===== config.mk =====
export PLATFORM = sky130hd
export DESIGN_NAME = dstk_mem
export DESIGN_NICKNAME = d
export VERILOG_FILES = /design/src/design/dstk_pkg.sv /design/src/design/dstk_mem.sv
export SDC_FILE = /design/constraint.sdc
export NUM_CORES = 2
export LEC_CHECK = 0
export BUFFER_PORTS_ARGS = -buffer_cell sky130_fd_sc_hd__buf_2
export CORE_MARGIN = 5
export CORE_UTILIZATION = 40
export CTS_BUF_LIST = sky130_fd_sc_hd__clkbuf_4 sky130_fd_sc_hd__clkbuf_8
export DETAILED_ROUTE_END_ITERATION = 7
export PLACE_DENSITY = 0.54
export SETUP_SLACK_MARGIN = 0.3
export SLEW_MARGIN = 20
export SYNTH_ARGS = -nofsm -noshare
export SYNTH_HDL_FRONTEND = slang
export SYNTH_SLANG_ARGS = --single-unit

===== constraint.sdc =====
create_clock -name clk -period 6.56 [get_ports clk]
set_input_delay 0.328 -clock clk [delete_from_list [all_inputs] [get_ports clk]]
set_output_delay 0.328 -clock clk [all_outputs]
set_load 0.01 [all_outputs]

===== src/design/dstk_pkg.sv =====
package dstk_pkg;

    localparam int DATA_W = 64;

    typedef logic [DATA_W-1:0] word_t;

    localparam logic [4:0] CMD_PUSH  = 5'd0;
    localparam logic [4:0] CMD_DROP  = 5'd1;
    localparam logic [4:0] CMD_DROP2 = 5'd2;
    localparam logic [4:0] CMD_DROP3 = 5'd3;
    localparam logic [4:0] CMD_DUP   = 5'd4;
    localparam logic [4:0] CMD_DUP2  = 5'd5;
    localparam logic [4:0] CMD_DUP3  = 5'd6;
    localparam logic [4:0] CMD_DUPD  = 5'd7;
    localparam logic [4:0] CMD_NIP   = 5'd8;
    localparam logic [4:0] CMD_NIP2  = 5'd9;
    localparam logic [4:0] CMD_OVER  = 5'd10;
    localparam logic [4:0] CMD_PICK  = 5'd11;
    localparam logic [4:0] CMD_ROT   = 5'd12;
    localparam logic [4:0] CMD_NROT  = 5'd13;
    localparam logic [4:0] CMD_SWAP  = 5'd14;
    localparam logic [4:0] CMD_SWAPD = 5'd15;
    localparam logic [4:0] CMD_MUL   = 5'd16;
    localparam logic [4:0] CMD_ADD   = 5'd17;
    localparam logic [4:0] CMD_SUB   = 5'd18;
    localparam logic [4:0] CMD_DIV   = 5'd19;
    localparam logic [4:0] CMD_MOD   = 5'd20;

    localparam logic [1:0] ST_OK    = 2'd0;
    localparam logic [1:0] ST_UNDER = 2'd1;
    localparam logic [1:0] ST_OVER  = 2'd2;
    localparam logic [1:0] ST_DIVZ  = 2'd3;

    typedef struct packed {
        logic go_mul;
        logic go_div;
        logic want_mod;
    } alu_req_t;

    function automatic logic [1:0] need_of(input logic [4:0] cmd);
        logic [1:0] n;
        n = 2'd0;
        case (cmd) inside
            CMD_DROP, CMD_DUP:                                   n = 2'd1;
            CMD_DROP2, CMD_DUP2, CMD_DUPD, CMD_NIP, CMD_OVER,
            CMD_SWAP, [CMD_MUL:CMD_MOD]:                         n = 2'd2;
            CMD_DROP3, CMD_DUP3, CMD_NIP2, CMD_PICK, CMD_ROT,
            CMD_NROT, CMD_SWAPD:                                 n = 2'd3;
            default:                                             n = 2'd0;
        endcase
        return n;
    endfunction

    function automatic logic signed [2:0] grow_of(input logic [4:0] cmd);
        logic signed [2:0] g;
        g = 3'sd0;
        case (cmd) inside
            CMD_PUSH, CMD_DUP, CMD_DUPD, CMD_OVER, CMD_PICK:     g = 3'sd1;
            CMD_DUP2:                                            g = 3'sd2;
            CMD_DUP3:                                            g = 3'sd3;
            CMD_DROP, CMD_NIP, [CMD_MUL:CMD_MOD]:                g = -3'sd1;
            CMD_DROP2, CMD_NIP2:                                 g = -3'sd2;
            CMD_DROP3:                                           g = -3'sd3;
            default:                                             g = 3'sd0;
        endcase
        return g;
    endfunction

endpackage


===== src/design/dstk_mem.sv =====
module dstk_mem
    import dstk_pkg::*;
#(
    parameter int DEPTH = 64,
    parameter int AW    = 6
)(
    input  logic          clk,
    input  logic          we,
    input  logic [AW-1:0] waddr,
    input  word_t         wdata,
    input  logic [AW-1:0] raddr,
    output word_t         rdata
);

    word_t mem [DEPTH];

    always_ff @(posedge clk)
    begin
        if (we)
        begin
            mem[waddr] <= wdata;
        end
        rdata <= mem[raddr];
    end

endmodule


==> summary.md <==
| Metric | Value |
|---|---|
| Layout Nets | `7,400` |
| CTS tree | `yes` |
| Post-synth top area cell | `edfxtp_1` |
| Num ports | `142` |
| Placed Instances | `11,800` |
| Async SR Flop Fraction | `0` |
| Normalized max-slew margin | `0.201` |
| Die Height | `635 um` |
| Layout Cells excl Fill | `13,100` |
| Die area | `403,000 sq um` |
| Wire length per cell | `35.8 um` |
| Mapped Cells | `6,598` |
| Placement Setup Slack | `2.54 ns` |
| Clock Latency Late Sink | `1.19 ns` |
| Vias in the first global route | `79,200` |
| Finished layout cell area | `179,000 sq um` |
| Clk pin slew, worst setup/hold paths | `0.06 ns` |
| Num CTS Buffers | `675` |
| Area of the multi-input gates | `30,800 sq um` |
| Total Routing Usage GR | `0.228` |
| Largest family of logic cells by synthesized area | `multiplexers` |
| Arrival @ worst endpoint | `3.80 ns` |
| Final setup vio count | `0` |
| Mux contribution to synthesized area | `0.156` |
| Maximum clock insertion buffer count | `4` |
| Resized Gates After CTS | `0` |
| Layout cells sized above 1 | `0.324` |
| Clock sinks | `4,160` |
| Number of antenna-violating nets in the routed design | `0` |
| Compound-Gate Fraction of Synth Area | `0.0248` |
| TritonRoute pass-1 iters | `5` |
| Final number of hold-violating endpoints | `0` |
| Tmin final | `3.01 ns` |
| Worst setup path category | `in2reg` |
| Number of synthesized flops with an enable pin | `4,096` |
| RSZ-0062 raised after global routing | `no` |
| Top cells by area, synth | `edfxtp_1, mux4_2, mux2i_1, dfxtp_1, a22oi_1` |
| Sequential element share of the synthesized area | `0.795` |
| Antenna violations before repair | `42` |
| Grt ovf | `0` |
| Adder-cell share of the synthesized area | `0` |
| Status | `finished clean` |
| Layout area overhead | `14.6%` |
| Most used DFF post-synth | `edfxtp_1` |
| Skew final | `0.0482 ns` |
| Synthesis-stage register bit count | `4,160` |
| Synth cell types | `33` |
| Die Span X | `635 um` |
| Pin count of the biggest net entering global routing | `112` |
| Worst vdd ir | `0.000222 V` |
| Hold Path Class | `in2reg` |
| Crit path max fanout | `38` |
| Number of vias per cell | `5.87` |
| 1st-iter DRT viols | `8,929` |
| Yosys warnings | `0` |
| Placed Area | `165,000 sq um` |
| Vias | `76,700` |
| # rows | `229` |
| CTS Root Cell | `clkbuf_8` |
| Synth top area share | `0.787` |
| H-tree depth | `6` |
| Register area | `124,000 sq um` |
| CP required | `7.35 ns` |
| RePlAce Congestion | `0.752` |
| Leak | `55.9 nW` |
| Post-CTS setup buffers | `0` |
| Startpoint Class | `input port` |
| Pwr dens | `303 nW/um^2` |
| First-pass GRT wire length | `647 mm` |
| Worst Setup End Kind | `flop` |
| Initial Utilization | `0.402` |
| Worst hold margin | `0.128 ns` |
| Final Slew Violations | `0` |
| Number of max-cap violations | `0` |
| Final worst-path cycle share | `0.459` |
| Synth Area per Inst | `23.7 sq um` |
| Net Count, Synth | `6,676` |
| PortBufs | `141` |
| Final WS setup | `3.55 ns` |
| DR DRC count | `0` |
| Core ar. | `389,000 sq um` |
| Final setup TNS | `0 ns` |
| Highest clock rate | `332 MHz` |
| Dpl hpwl | `236 mm` |
| Post-Synth Simple-Gate Area | `0.0124` |
| Xor/xnor share of the synthesized area | `0` |
| Syn Std Cell Area | `156,000 sq um` |
| Drt total wl | `468 mm` |
| Fill count | `32,500` |
| Slew @ Worst Pin | `1.20 ns` |
==> path summary, 6_finish.rpt <==
path,slack [ns],cells past startpoint,start,endpoint
min,0.13,2,wdata[63],mem[26][63]$_DFFE_PP_
max reg2reg,4.29,5,mem[10][48]$_DFFE_PP_,rdata[48]$_DFF_P_
max,3.55,7,waddr[1],mem[43][40]$_DFFE_PP_
min reg2reg,0.81,4,mem[63][48]$_DFFE_PP_,rdata[48]$_DFF_P_
==> layout by cell type, fill, tap and decap left out, drive strengths merged <==
| cell type | count |
|---|---|
| edfxtp | 4096 |
| mux4 | 1024 |
| clkbuf | 964 |
| buf | 343 |
| clkinv | 210 |
| a22oi | 168 |
| mux2i | 135 |
| nor2 | 112 |
| a22o | 88 |
| o22ai | 83 |
| dlygate4sd3 | 74 |
| and3 | 64 |
| dfxtp | 64 |
| a211oi | 63 |
| nand2 | 58 |
| nand3 | 45 |
| inv | 42 |
| o221ai | 38 |
| or3 | 29 |
| or2 | 28 |
| nor2b | 28 |
| a41oi | 26 |
| a2bb2oi | 19 |
| a31oi | 18 |
| clkinvlp | 12 |
| diode | 11 |
| nand2b | 11 |
| bufinv | 9 |
| and2 | 3 |
| nor3 | 2 |
| nand3b | 2 |
| nand4 | 2 |
| a31o | 1 |
| nand4b | 1 |
| or3b | 1 |
==> stage by stage <==
stage	util	total power (W)
floorplan	-	0.0314
global placement	0.423	0.0327
detailed placement	0.424	0.0328
CTS	0.460	0.0548
global route	0.460	0.0562
finish	0.460	0.0543
==> synthesized netlist by cell type, types with 28 or more instances <==
| master | n |
|---|---|
| clkbuf_1 | 140 |
| mux4_2 | 1024 |
| buf_4 | 34 |
| a22oi_1 | 168 |
| nand2_1 | 58 |
| edfxtp_1 | 4096 |
| a211oi_1 | 63 |
| or2_2 | 28 |
| nor2b_1 | 28 |
| buf_2 | 170 |
| nand3_1 | 45 |
| or3_1 | 29 |
| o22ai_1 | 83 |
| dfxtp_1 | 64 |
| a22o_1 | 88 |
| and3_1 | 64 |
| o221ai_1 | 38 |
| nor2_1 | 112 |
| mux2i_1 | 135 |
==> flip-flops by register name, indices dropped and copies added, names as in the netlist <==
signal and flops:
mem 4096, rdata 64
==> logic make-up (layout without fill, tap and decap cells) <==
family	count (synthesis)	in the layout
other	0	11
muxes	1159	1159
and+or+nand+nor	386	386
DFF	4160	4160
AOI/OAI and AO/OA	504	504
buffers and inverters	389	1654
==> routing by layer <==
layer	global-route usage	wire, um	part of all wire	up-vias
met5	0	12	0.000026	-
met4	0.0622	13100	0.028	2
met3	0.0368	34500	0.074	658
met2	0.375	229000	0.49	3503
met1	0.318	191000	0.41	42400
li1	-	-	-	30100
==> final cells by class <==
class | count | share of cell area
multi-input combinational | 2049 | 0.172
clock inverter | 254 | 0.00847
antenna | 11 | 0.000154
sequential | 4160 | 0.694
inverter | 19 | 0.000398
tap | 5197 | 0.0363
timing repair buffer | 417 | 0.0240
clock buffer | 964 | 0.0651
==> power breakdown <==
group	total, W	internal (W)	switching [W]
registers	0.0296	0.0294	0.000158
logic	0.00261	0.000959	0.00165
clock network	0.0220	0.0118	0.0102
total	0.0543	0.0422	0.0120
==> critical path, cell delays in order <==
cell and delay (ns):
dlygate4sd3_1 0.58, buf_2 0.24, nor2b_1 0.24, nand3_1 0.58
nor2_4 0.25, buf_4 0.87, buf_4 0.65
==> what timing repair did <==
item | CTS | global route
endpoints found under the hold margin | 4231 | 0
hold buffers | 74 | 0
endpoints found under the setup margin | 0 | 0
Note: power is estimated with default switching activity, not from simulation.
