**src/design/dstk_pkg.sv**
```systemverilog
package dstk_pkg;

    localparam int DATA_W = 64;

    typedef logic [DATA_W-1:0] word_t;

    localparam logic [4:0] CMD_PUSH  = 5'd0;
    localparam logic [4:0] CMD_DROP  = 5'd1;
    localparam logic [4:0] CMD_DROP2 = 5'd2;
    localparam logic [4:0] CMD_DROP3 = 5'd3;
    localparam logic [4:0] CMD_DUP   = 5'd4;
    localparam logic [4:0] CMD_DUP2  = 5'd5;
    localparam logic [4:0] CMD_DUP3  = 5'd6;
    localparam logic [4:0] CMD_DUPD  = 5'd7;
    localparam logic [4:0] CMD_NIP   = 5'd8;
    localparam logic [4:0] CMD_NIP2  = 5'd9;
    localparam logic [4:0] CMD_OVER  = 5'd10;
    localparam logic [4:0] CMD_PICK  = 5'd11;
    localparam logic [4:0] CMD_ROT   = 5'd12;
    localparam logic [4:0] CMD_NROT  = 5'd13;
    localparam logic [4:0] CMD_SWAP  = 5'd14;
    localparam logic [4:0] CMD_SWAPD = 5'd15;
    localparam logic [4:0] CMD_MUL   = 5'd16;
    localparam logic [4:0] CMD_ADD   = 5'd17;
    localparam logic [4:0] CMD_SUB   = 5'd18;
    localparam logic [4:0] CMD_DIV   = 5'd19;
    localparam logic [4:0] CMD_MOD   = 5'd20;

    localparam logic [1:0] ST_OK    = 2'd0;
    localparam logic [1:0] ST_UNDER = 2'd1;
    localparam logic [1:0] ST_OVER  = 2'd2;
    localparam logic [1:0] ST_DIVZ  = 2'd3;

    typedef struct packed {
        logic go_mul;
        logic go_div;
        logic want_mod;
    } alu_req_t;

    function automatic logic [1:0] need_of(input logic [4:0] cmd);
        logic [1:0] n;
        n = 2'd0;
        case (cmd) inside
            CMD_DROP, CMD_DUP:                                   n = 2'd1;
            CMD_DROP2, CMD_DUP2, CMD_DUPD, CMD_NIP, CMD_OVER,
            CMD_SWAP, [CMD_MUL:CMD_MOD]:                         n = 2'd2;
            CMD_DROP3, CMD_DUP3, CMD_NIP2, CMD_PICK, CMD_ROT,
            CMD_NROT, CMD_SWAPD:                                 n = 2'd3;
            default:                                             n = 2'd0;
        endcase
        return n;
    endfunction

    function automatic logic signed [2:0] grow_of(input logic [4:0] cmd);
        logic signed [2:0] g;
        g = 3'sd0;
        case (cmd) inside
            CMD_PUSH, CMD_DUP, CMD_DUPD, CMD_OVER, CMD_PICK:     g = 3'sd1;
            CMD_DUP2:                                            g = 3'sd2;
            CMD_DUP3:                                            g = 3'sd3;
            CMD_DROP, CMD_NIP, [CMD_MUL:CMD_MOD]:                g = -3'sd1;
            CMD_DROP2, CMD_NIP2:                                 g = -3'sd2;
            CMD_DROP3:                                           g = -3'sd3;
            default:                                             g = 3'sd0;
        endcase
        return g;
    endfunction

endpackage

```
**src/design/dstk_alu.sv**
```systemverilog
module dstk_alu
    import dstk_pkg::*;
(
    input  logic     clk,
    input  logic     rst_n,
    input  alu_req_t req,
    input  word_t    a,
    input  word_t    b,
    output logic     done,
    output word_t    result
);

    logic        mul_act_reg;
    logic [1:0]  mcnt_reg;
    logic        div_act_reg;
    logic [5:0]  dcnt_reg;
    logic        sel_div_reg;
    logic        sel_mod_reg;
    logic        done_reg;
    logic [31:0] ma;
    logic [31:0] mb;
    word_t       prod_reg;
    word_t       acc_reg;
    word_t       rem_reg;
    word_t       quo_reg;
    logic [DATA_W:0] rem_sh;
    logic        fits;

    always_comb
    begin
        case (mcnt_reg)
            2'd1:
            begin
                ma = a[31:0];
                mb = b[63:32];
            end
            2'd2:
            begin
                ma = a[63:32];
                mb = b[31:0];
            end
            default:
            begin
                ma = a[31:0];
                mb = b[31:0];
            end
        endcase
    end

    assign rem_sh = {rem_reg, quo_reg[DATA_W-1]};
    assign fits   = rem_sh >= {1'b0, b};

    always_ff @(posedge clk or negedge rst_n)
    begin
        if (!rst_n)
        begin
            mul_act_reg <= 1'b0;
            div_act_reg <= 1'b0;
            mcnt_reg    <= '0;
            dcnt_reg    <= '0;
            done_reg    <= 1'b0;
        end
        else
        begin
            done_reg <= 1'b0;
            if (req.go_mul)
            begin
                mul_act_reg <= 1'b1;
                mcnt_reg    <= '0;
            end
            else if (mul_act_reg)
            begin
                mcnt_reg <= mcnt_reg + 2'd1;
                if (mcnt_reg == 2'd3)
                begin
                    mul_act_reg <= 1'b0;
                    done_reg    <= 1'b1;
                end
            end
            if (req.go_div)
            begin
                div_act_reg <= 1'b1;
                dcnt_reg    <= '0;
            end
            else if (div_act_reg)
            begin
                dcnt_reg <= dcnt_reg + 6'd1;
                if (dcnt_reg == 6'(DATA_W - 1))
                begin
                    div_act_reg <= 1'b0;
                    done_reg    <= 1'b1;
                end
            end
        end
    end

    always_ff @(posedge clk)
    begin
        prod_reg <= ma * mb;
        if (req.go_mul || req.go_div)
        begin
            sel_div_reg <= req.go_div;
            sel_mod_reg <= req.want_mod;
        end
        if (mul_act_reg)
        begin
            if (mcnt_reg == 2'd1)
            begin
                acc_reg <= prod_reg;
            end
            else if (mcnt_reg != 2'd0)
            begin
                acc_reg <= acc_reg + {prod_reg[31:0], 32'd0};
            end
        end
        if (req.go_div)
        begin
            rem_reg <= '0;
            quo_reg <= a;
        end
        else if (div_act_reg)
        begin
            if (fits)
            begin
                rem_reg <= DATA_W'(rem_sh - {1'b0, b});
                quo_reg <= {quo_reg[DATA_W-2:0], 1'b1};
            end
            else
            begin
                rem_reg <= rem_sh[DATA_W-1:0];
                quo_reg <= {quo_reg[DATA_W-2:0], 1'b0};
            end
        end
    end

    assign done   = done_reg;
    assign result = !sel_div_reg ? acc_reg : (sel_mod_reg ? rem_reg : quo_reg);

endmodule

```
**config.mk**
```make
export PLATFORM = sky130hd
export DESIGN_NAME = dstk_alu
export DESIGN_NICKNAME = d
export VERILOG_FILES = /design/src/design/dstk_pkg.sv /design/src/design/dstk_alu.sv
export SDC_FILE = /design/constraint.sdc
export NUM_CORES = 2
export LEC_CHECK = 0
export BUFFER_PORTS_ARGS = -buffer_cell sky130_fd_sc_hd__buf_2
export CAP_MARGIN = 0
export CORE_ASPECT_RATIO = 1.75
export CORE_MARGIN = 2
export CORE_UTILIZATION = 59
export DETAILED_ROUTE_END_ITERATION = 10
export PLACE_DENSITY_LB_ADDON = 0.12
export SLEW_MARGIN = 20
export SYNTH_ARGS = -nofsm -noshare
export SYNTH_HDL_FRONTEND = slang
export SYNTH_SLANG_ARGS = --single-unit
```
**constraint.sdc**
```tcl
create_clock -name clk -period 8.6 [get_ports clk]
set_input_delay 0 -clock clk [delete_from_list [all_inputs] [get_ports clk]]
set_output_delay 0 -clock clk [all_outputs]
set_load 0.1 [all_outputs]
```
==> run summary, run 1 <==
Result of the run -> did not finish
Pin count of the biggest net entering global routing -> 91
Share of synthesized registers carrying an async set or reset -> 0.04089
Syn Inst Count -> 5631
Placed Cells -> 7003
Clock buffer count from CTS -> 27
Post-detailed-placement half-perimeter wirelength -> 193900 um
Sequential cell area fraction in the yosys report -> 0.1361
Horiz. Die Dim -> 223.0 um
H-tree levels -> 1
Initial standard-cell utilization of the core -> 0.5953
Mean instance size in the synthesized netlist -> 8.797 um^2
CTS Buffer Depth -> 3
Number of top-level pins -> 198
Exit stage -> global routing
Number of distinct standard cells referenced by the synthesized netlist -> 83
GR Util All Layers -> 0.6156
Top-area cell type share of the netlist area -> 0.3629
Sinks on Clock Net -> 269
CTS Root Buffer Type -> sky130_fd_sc_hd__clkbuf_16
#FFs+latches synth -> 269
Vias in the first global route -> 52390
Cell accounting for the most synthesized area -> sky130_fd_sc_hd__fa_1
Die H -> 387.3 um
Overflow left after global routing -> 46
Post-synth EDFFs -> 130
Wire length of the first global-routing pass -> 373000 um
Final GP Congestion -> 1.135
# port buffers -> 197
Post-Syn Area -> 49530 um^2
Synthesis Warnings -> 0
Row cnt -> 140
Net Count, Synth -> 7025
Largest cells by area after synthesis -> sky130_fd_sc_hd__fa_1 (36%), sky130_fd_sc_hd__ha_1 (9.2%), sky130_fd_sc_hd__edfxtp_1 (7.9%)
Error msg -> [ERROR GRT-0116] Global routing finished with congestion. Check the congestion regions in the DRC Viewer.
Most frequently used flop master after synthesis -> sky130_fd_sc_hd__edfxtp_1
-- cells by family after synthesis --
group | Yosys count | synth area share
buffers and inverters | 1265 | 0.09657
AND/OR/NAND/NOR | 1727 | 0.1431
XOR/XNOR | 140 | 0.02475
adder cells (fa/ha/maj) | 1261 | 0.4546
AO/OA/AOI/OAI | 753 | 0.09859
flip-flops | 269 | 0.1361
multiplexers | 216 | 0.04625
-- metal layers --
layer / overflow / global-route usage
met1: 0 / 0.5895
met3: 0 / 0.3343
met2: 29 / 0.8711
met5: 0 / 0.02207
met4: 17 / 0.7099
-- stage by stage --
stage	setup WS [ns]	setup TNS (ns)	utilization	area [um^2]
4_1_cts	-0.02284	-0.02633	0.6789	56480
3_5_place_dp	-0.4401	-2.636	0.6565	54630
3_3_place_gp	-0.1522	-0.3860	0.6565	54620
2_1_floorplan	0.1163	0	-	49540
-- cells in the mapped netlist, types with 7 or more instances --
cell,instances
sky130_fd_sc_hd__nand2b_1,25
sky130_fd_sc_hd__a21o_1,85
sky130_fd_sc_hd__nor3_1,30
sky130_fd_sc_hd__o21ai_0,116
sky130_fd_sc_hd__o21bai_1,38
sky130_fd_sc_hd__a221oi_1,10
sky130_fd_sc_hd__dfxtp_1,128
sky130_fd_sc_hd__nand4_1,31
sky130_fd_sc_hd__nor4_1,8
sky130_fd_sc_hd__fa_1,898
sky130_fd_sc_hd__a311oi_1,38
sky130_fd_sc_hd__clkbuf_1,243
sky130_fd_sc_hd__o221ai_1,7
sky130_fd_sc_hd__nor2b_1,17
sky130_fd_sc_hd__xnor2_1,95
sky130_fd_sc_hd__or3_1,14
sky130_fd_sc_hd__ha_1,363
sky130_fd_sc_hd__and3_1,13
sky130_fd_sc_hd__nand3_1,48
sky130_fd_sc_hd__inv_1,982
sky130_fd_sc_hd__buf_1,17
sky130_fd_sc_hd__a211oi_1,16
sky130_fd_sc_hd__mux2_2,103
sky130_fd_sc_hd__nand2_1,646
sky130_fd_sc_hd__or2_2,11
sky130_fd_sc_hd__a21boi_1,21
sky130_fd_sc_hd__o21ai_1,30
sky130_fd_sc_hd__buf_2,18
sky130_fd_sc_hd__a21oi_1,247
sky130_fd_sc_hd__xor2_1,45
sky130_fd_sc_hd__and2_1,43
sky130_fd_sc_hd__edfxtp_1,130
sky130_fd_sc_hd__o211ai_1,15
sky130_fd_sc_hd__mux2i_1,113
sky130_fd_sc_hd__dfrtp_1,11
sky130_fd_sc_hd__a31oi_1,18
sky130_fd_sc_hd__o21a_1,18
sky130_fd_sc_hd__a21boi_0,12
sky130_fd_sc_hd__o31ai_1,22
sky130_fd_sc_hd__nor2_1,819
-- timing repair --
action                                 in CTS
gates cloned                                1
pin swaps                                   5
hold buffers                               72
setup buffers                               3
endpoints found under the hold margin      95
setup endpoints to repair                  16
resized for setup                          27
==> run 2, diff against run 1 <==
Settings changed: CORE_ASPECT_RATIO 1.75 to unset, CORE_UTILIZATION 59 to 40, PLACE_DENSITY_LB_ADDON 0.12 to 0.15.
Clock period 8.6 ns to 11.18 ns, I/O delays scaled along.
==> run 2 against run 1 <==
  * Synthesized area unchanged
  * Synthesized cell count unchanged
  * The run now ends clean
==> run summary, run 2 <==
Adder-cell share of the synthesized area -> 0.4546
R2R depth -> 29
Mux share of post-synthesis cell area -> 0.04625
Initial detailed-routing violation count -> 4118
Crit Reg-Reg Endpoint -> prod_reg[56]$_DFF_P_
Xor and xnor area share after synthesis -> 0.02475
Simple-Gate Fraction of Synth Area -> 0.1431
Via/cell ratio -> 5.581
CP Buf/Inv Count -> 7
DRT Pass-1 Iters -> 6
Max stage delay cell, worst path -> sky130_fd_sc_hd__a21boi_2
CP Depth -> 29
Startpoint of the worst hold path -> b[32]
Reg-to-Reg Start -> mcnt_reg[1]$_DFFE_PN0P_
Horiz. Die Dim -> 355.9 um
Overflow left after global routing -> 0
#FFs+latches synth -> 269
CTS Root Buffer Type -> sky130_fd_sc_hd__clkbuf_16
Max-slew headroom -> 0.2015
Clock tree skew after final layout -> 0.02314 ns
Number of top-level pins -> 198
Most common cell after layout, fill and taps aside -> sky130_fd_sc_hd__inv_1
Wire length per cell -> 27.27 um
Pin count of the biggest net entering global routing -> 140
Clock slew at reported path FFs -> 0.06 ns
Category of the most critical setup path -> reg -> reg
CTS tree -> built
Post-detailed-placement half-perimeter wirelength -> 164100 um
Setup repair bufs after CTS -> 0
Crit. Startpoint -> mcnt_reg[1]$_DFFE_PN0P_
CTS Buffer Depth -> 3
H-tree levels -> 2
Required @ worst endpoint -> 11.67 ns
Area of the core -> 123300 um^2
Final GP Congestion -> 0.9763
Insertion delay to the later sink of the worst-skew pair -> 0.56 ns
Result of the run -> completed
Post-Syn Area -> 49530 um^2
Antenna violations before repair -> 11
Layout Nets -> 7170
GR Util All Layers -> 0.3225
Post-route minimum period -> 10.14 ns
Die H -> 355.9 um
Count leader, synth -> sky130_fd_sc_hd__inv_1
Post-synthesis to final-layout area growth -> 10.59%
Post-synth EDFFs -> 130
Final number of setup-violating endpoints -> 0
Vias in the first global route -> 42870
Cell family with the largest share of critical-path delay -> adder cells
Tcrit/Tclk final -> 0.9071
Most frequently used flop master after synthesis -> sky130_fd_sc_hd__edfxtp_1
Worst Tran Pin Value -> 1.198 ns
Mean instance size in the synthesized netlist -> 8.797 um^2
Row cnt -> 129
Die ar. -> 126700 um^2
Number of remaining DRC errors -> 0
Highest attainable clock frequency -> 0.09860 GHz
Worst hold-check path type -> in -> reg
Critical Path End Type -> register
Fraction of layout cells with a size suffix above 1 -> 0.1002
Final number of max-transition violations -> 0
Largest cells by area after synthesis -> sky130_fd_sc_hd__fa_1 (36%), sky130_fd_sc_hd__ha_1 (9.2%), sky130_fd_sc_hd__edfxtp_1 (7.9%)
Number of vias after detailed routing -> 41570
Share of synthesized registers carrying an async set or reset -> 0.04089
Setup repair after global routing missed its margin -> false
Wire length of the first global-routing pass -> 295400 um
Number of distinct standard cells referenced by the synthesized netlist -> 83
Largest fanout of any net on the critical path -> 22
Largest family of logic cells by synthesized area -> adder cells
Synth Area in Compound Gates -> 0.09859
Commonest cells after routing, fill and taps aside -> sky130_fd_sc_hd__inv_1 (981), sky130_fd_sc_hd__fa_1 (898), sky130_fd_sc_hd__nor2_1 (819)
Worst setup slack for register-to-register paths -> 1.04 ns
Largest stage delay on the critical path -> 0.62 ns
Synthesis Warnings -> 0
Library cell appearing most often on the critical path -> sky130_fd_sc_hd__fa_1
Cell accounting for the most synthesized area -> sky130_fd_sc_hd__fa_1
Critical Path End -> prod_reg[56]$_DFF_P_
Endpoints failing hold -> 0
Arrival time at the worst endpoint -> 10.63 ns
Sequential cell area fraction in the yosys report -> 0.1361
Initial standard-cell utilization of the core -> 0.4017
Worst setup SP type -> register
Most instantiated cells after synthesis -> sky130_fd_sc_hd__inv_1 (982), sky130_fd_sc_hd__fa_1 (898), sky130_fd_sc_hd__nor2_1 (819)
Antenna-violating nets left -> 0
WL final -> 203100 um
Net Count, Synth -> 7025
Syn Inst Count -> 5631
# port buffers -> 197
Sinks on Clock Net -> 269
MaxCap Viol Count -> 0
Clock buffer count from CTS -> 34
Top-area cell type share of the netlist area -> 0.3629
Post-route setup TNS -> 0 ns
## run 2: worst min-delay path by stage
stage | endpoint | slack, ns | cells past startpoint
floorplan | dcnt_reg[0]$_DFFE_PN0P_ | -0.30 | 0
global placement | done$_DFF_PN0_ | -0.07 | 1
detailed placement | done$_DFF_PN0_ | -0.07 | 1
CTS | prod_reg[0]$_DFF_P_ | 0.02 | 3
global route | prod_reg[0]$_DFF_P_ | 0.03 | 3
finish | prod_reg[0]$_DFF_P_ | 0.05 | 3
## run 2: metrics by stage
stage	setup slack, ns	area (um^2)	std cells	util	hold slack [ns]
after global placement	1.386	52830	7305	0.4284	-0.06593
final	1.038	54780	7448	0.4442	0.05154
after detailed placement	1.268	52880	7305	0.4288	-0.06689
after global routing	0.7797	54760	7441	0.4441	0.03039
after CTS	1.235	54720	7437	0.4438	0.02185
after floorplan	2.356	49530	5631	-	-0.2956
## run 2: cells by family (layout without fill, tap and decap cells)
kind of cell               Yosys count  after routing
adders and majority gates         1261           1261
xor gates and xnor gates           140            140
other                                0             10
DFF                                269            269
and+or+nand+nor                   1727           1727
buffers and inverters             1265           1435
muxes                              216            216
AOI/OAI and AO/OA                  753            753
## run 2: repair_timing
| action | in CTS | in global routing |
|---|---|---|
| endpoints found under the setup margin | 0 | 0 |
| gates resized for setup | 0 | 0 |
| endpoints found under the hold margin | 106 | 0 |
| hold buffers | 71 | 0 |
## run 2: final cells by class
| type | count | area [um^2] |
|---|---|---|
| Fill cell | 12370 | 68540 |
| Multi-Input combinational cell | 4097 | 38480 |
| Sequential cell | 269 | 6745 |
| Inverter | 983 | 3690 |
| Timing Repair Buffer | 391 | 2655 |
| Tap cell | 1637 | 2048 |
| Clock buffer | 51 | 1006 |
| Clock inverter | 10 | 125.1 |
| Antenna cell | 10 | 25.02 |
## run 2: worst register-to-register path: cells and delay by family, from the launching register on
family | cells | cell delay, ns
adders and majority gates | 10 | 4.75
AOI/OAI and AO/OA | 8 | 2.41
buffers and inverters | 7 | 1.63
and+or+nand+nor | 3 | 0.69
DFF | 1 | 0.43
xor gates and xnor gates | 1 | 0.16
## run 2: metal layers
| layer | up-vias | GRT usage | wire length (um) |
|---|---|---|---|
| met2 | 1858 | 0.5169 | 92880 |
| met4 | 2 | 0.1430 | 10650 |
| met3 | 406 | 0.05270 | 16950 |
| met1 | 21280 | 0.4298 | 82590 |
| li1 | 18020 | - | - |
| met5 | - | 0.0003774 | 13 |
Power of run 2 is left out: the tool's default activity adds up to more than one toggle a clock period on the data nets, which glitch-free logic cannot reach.
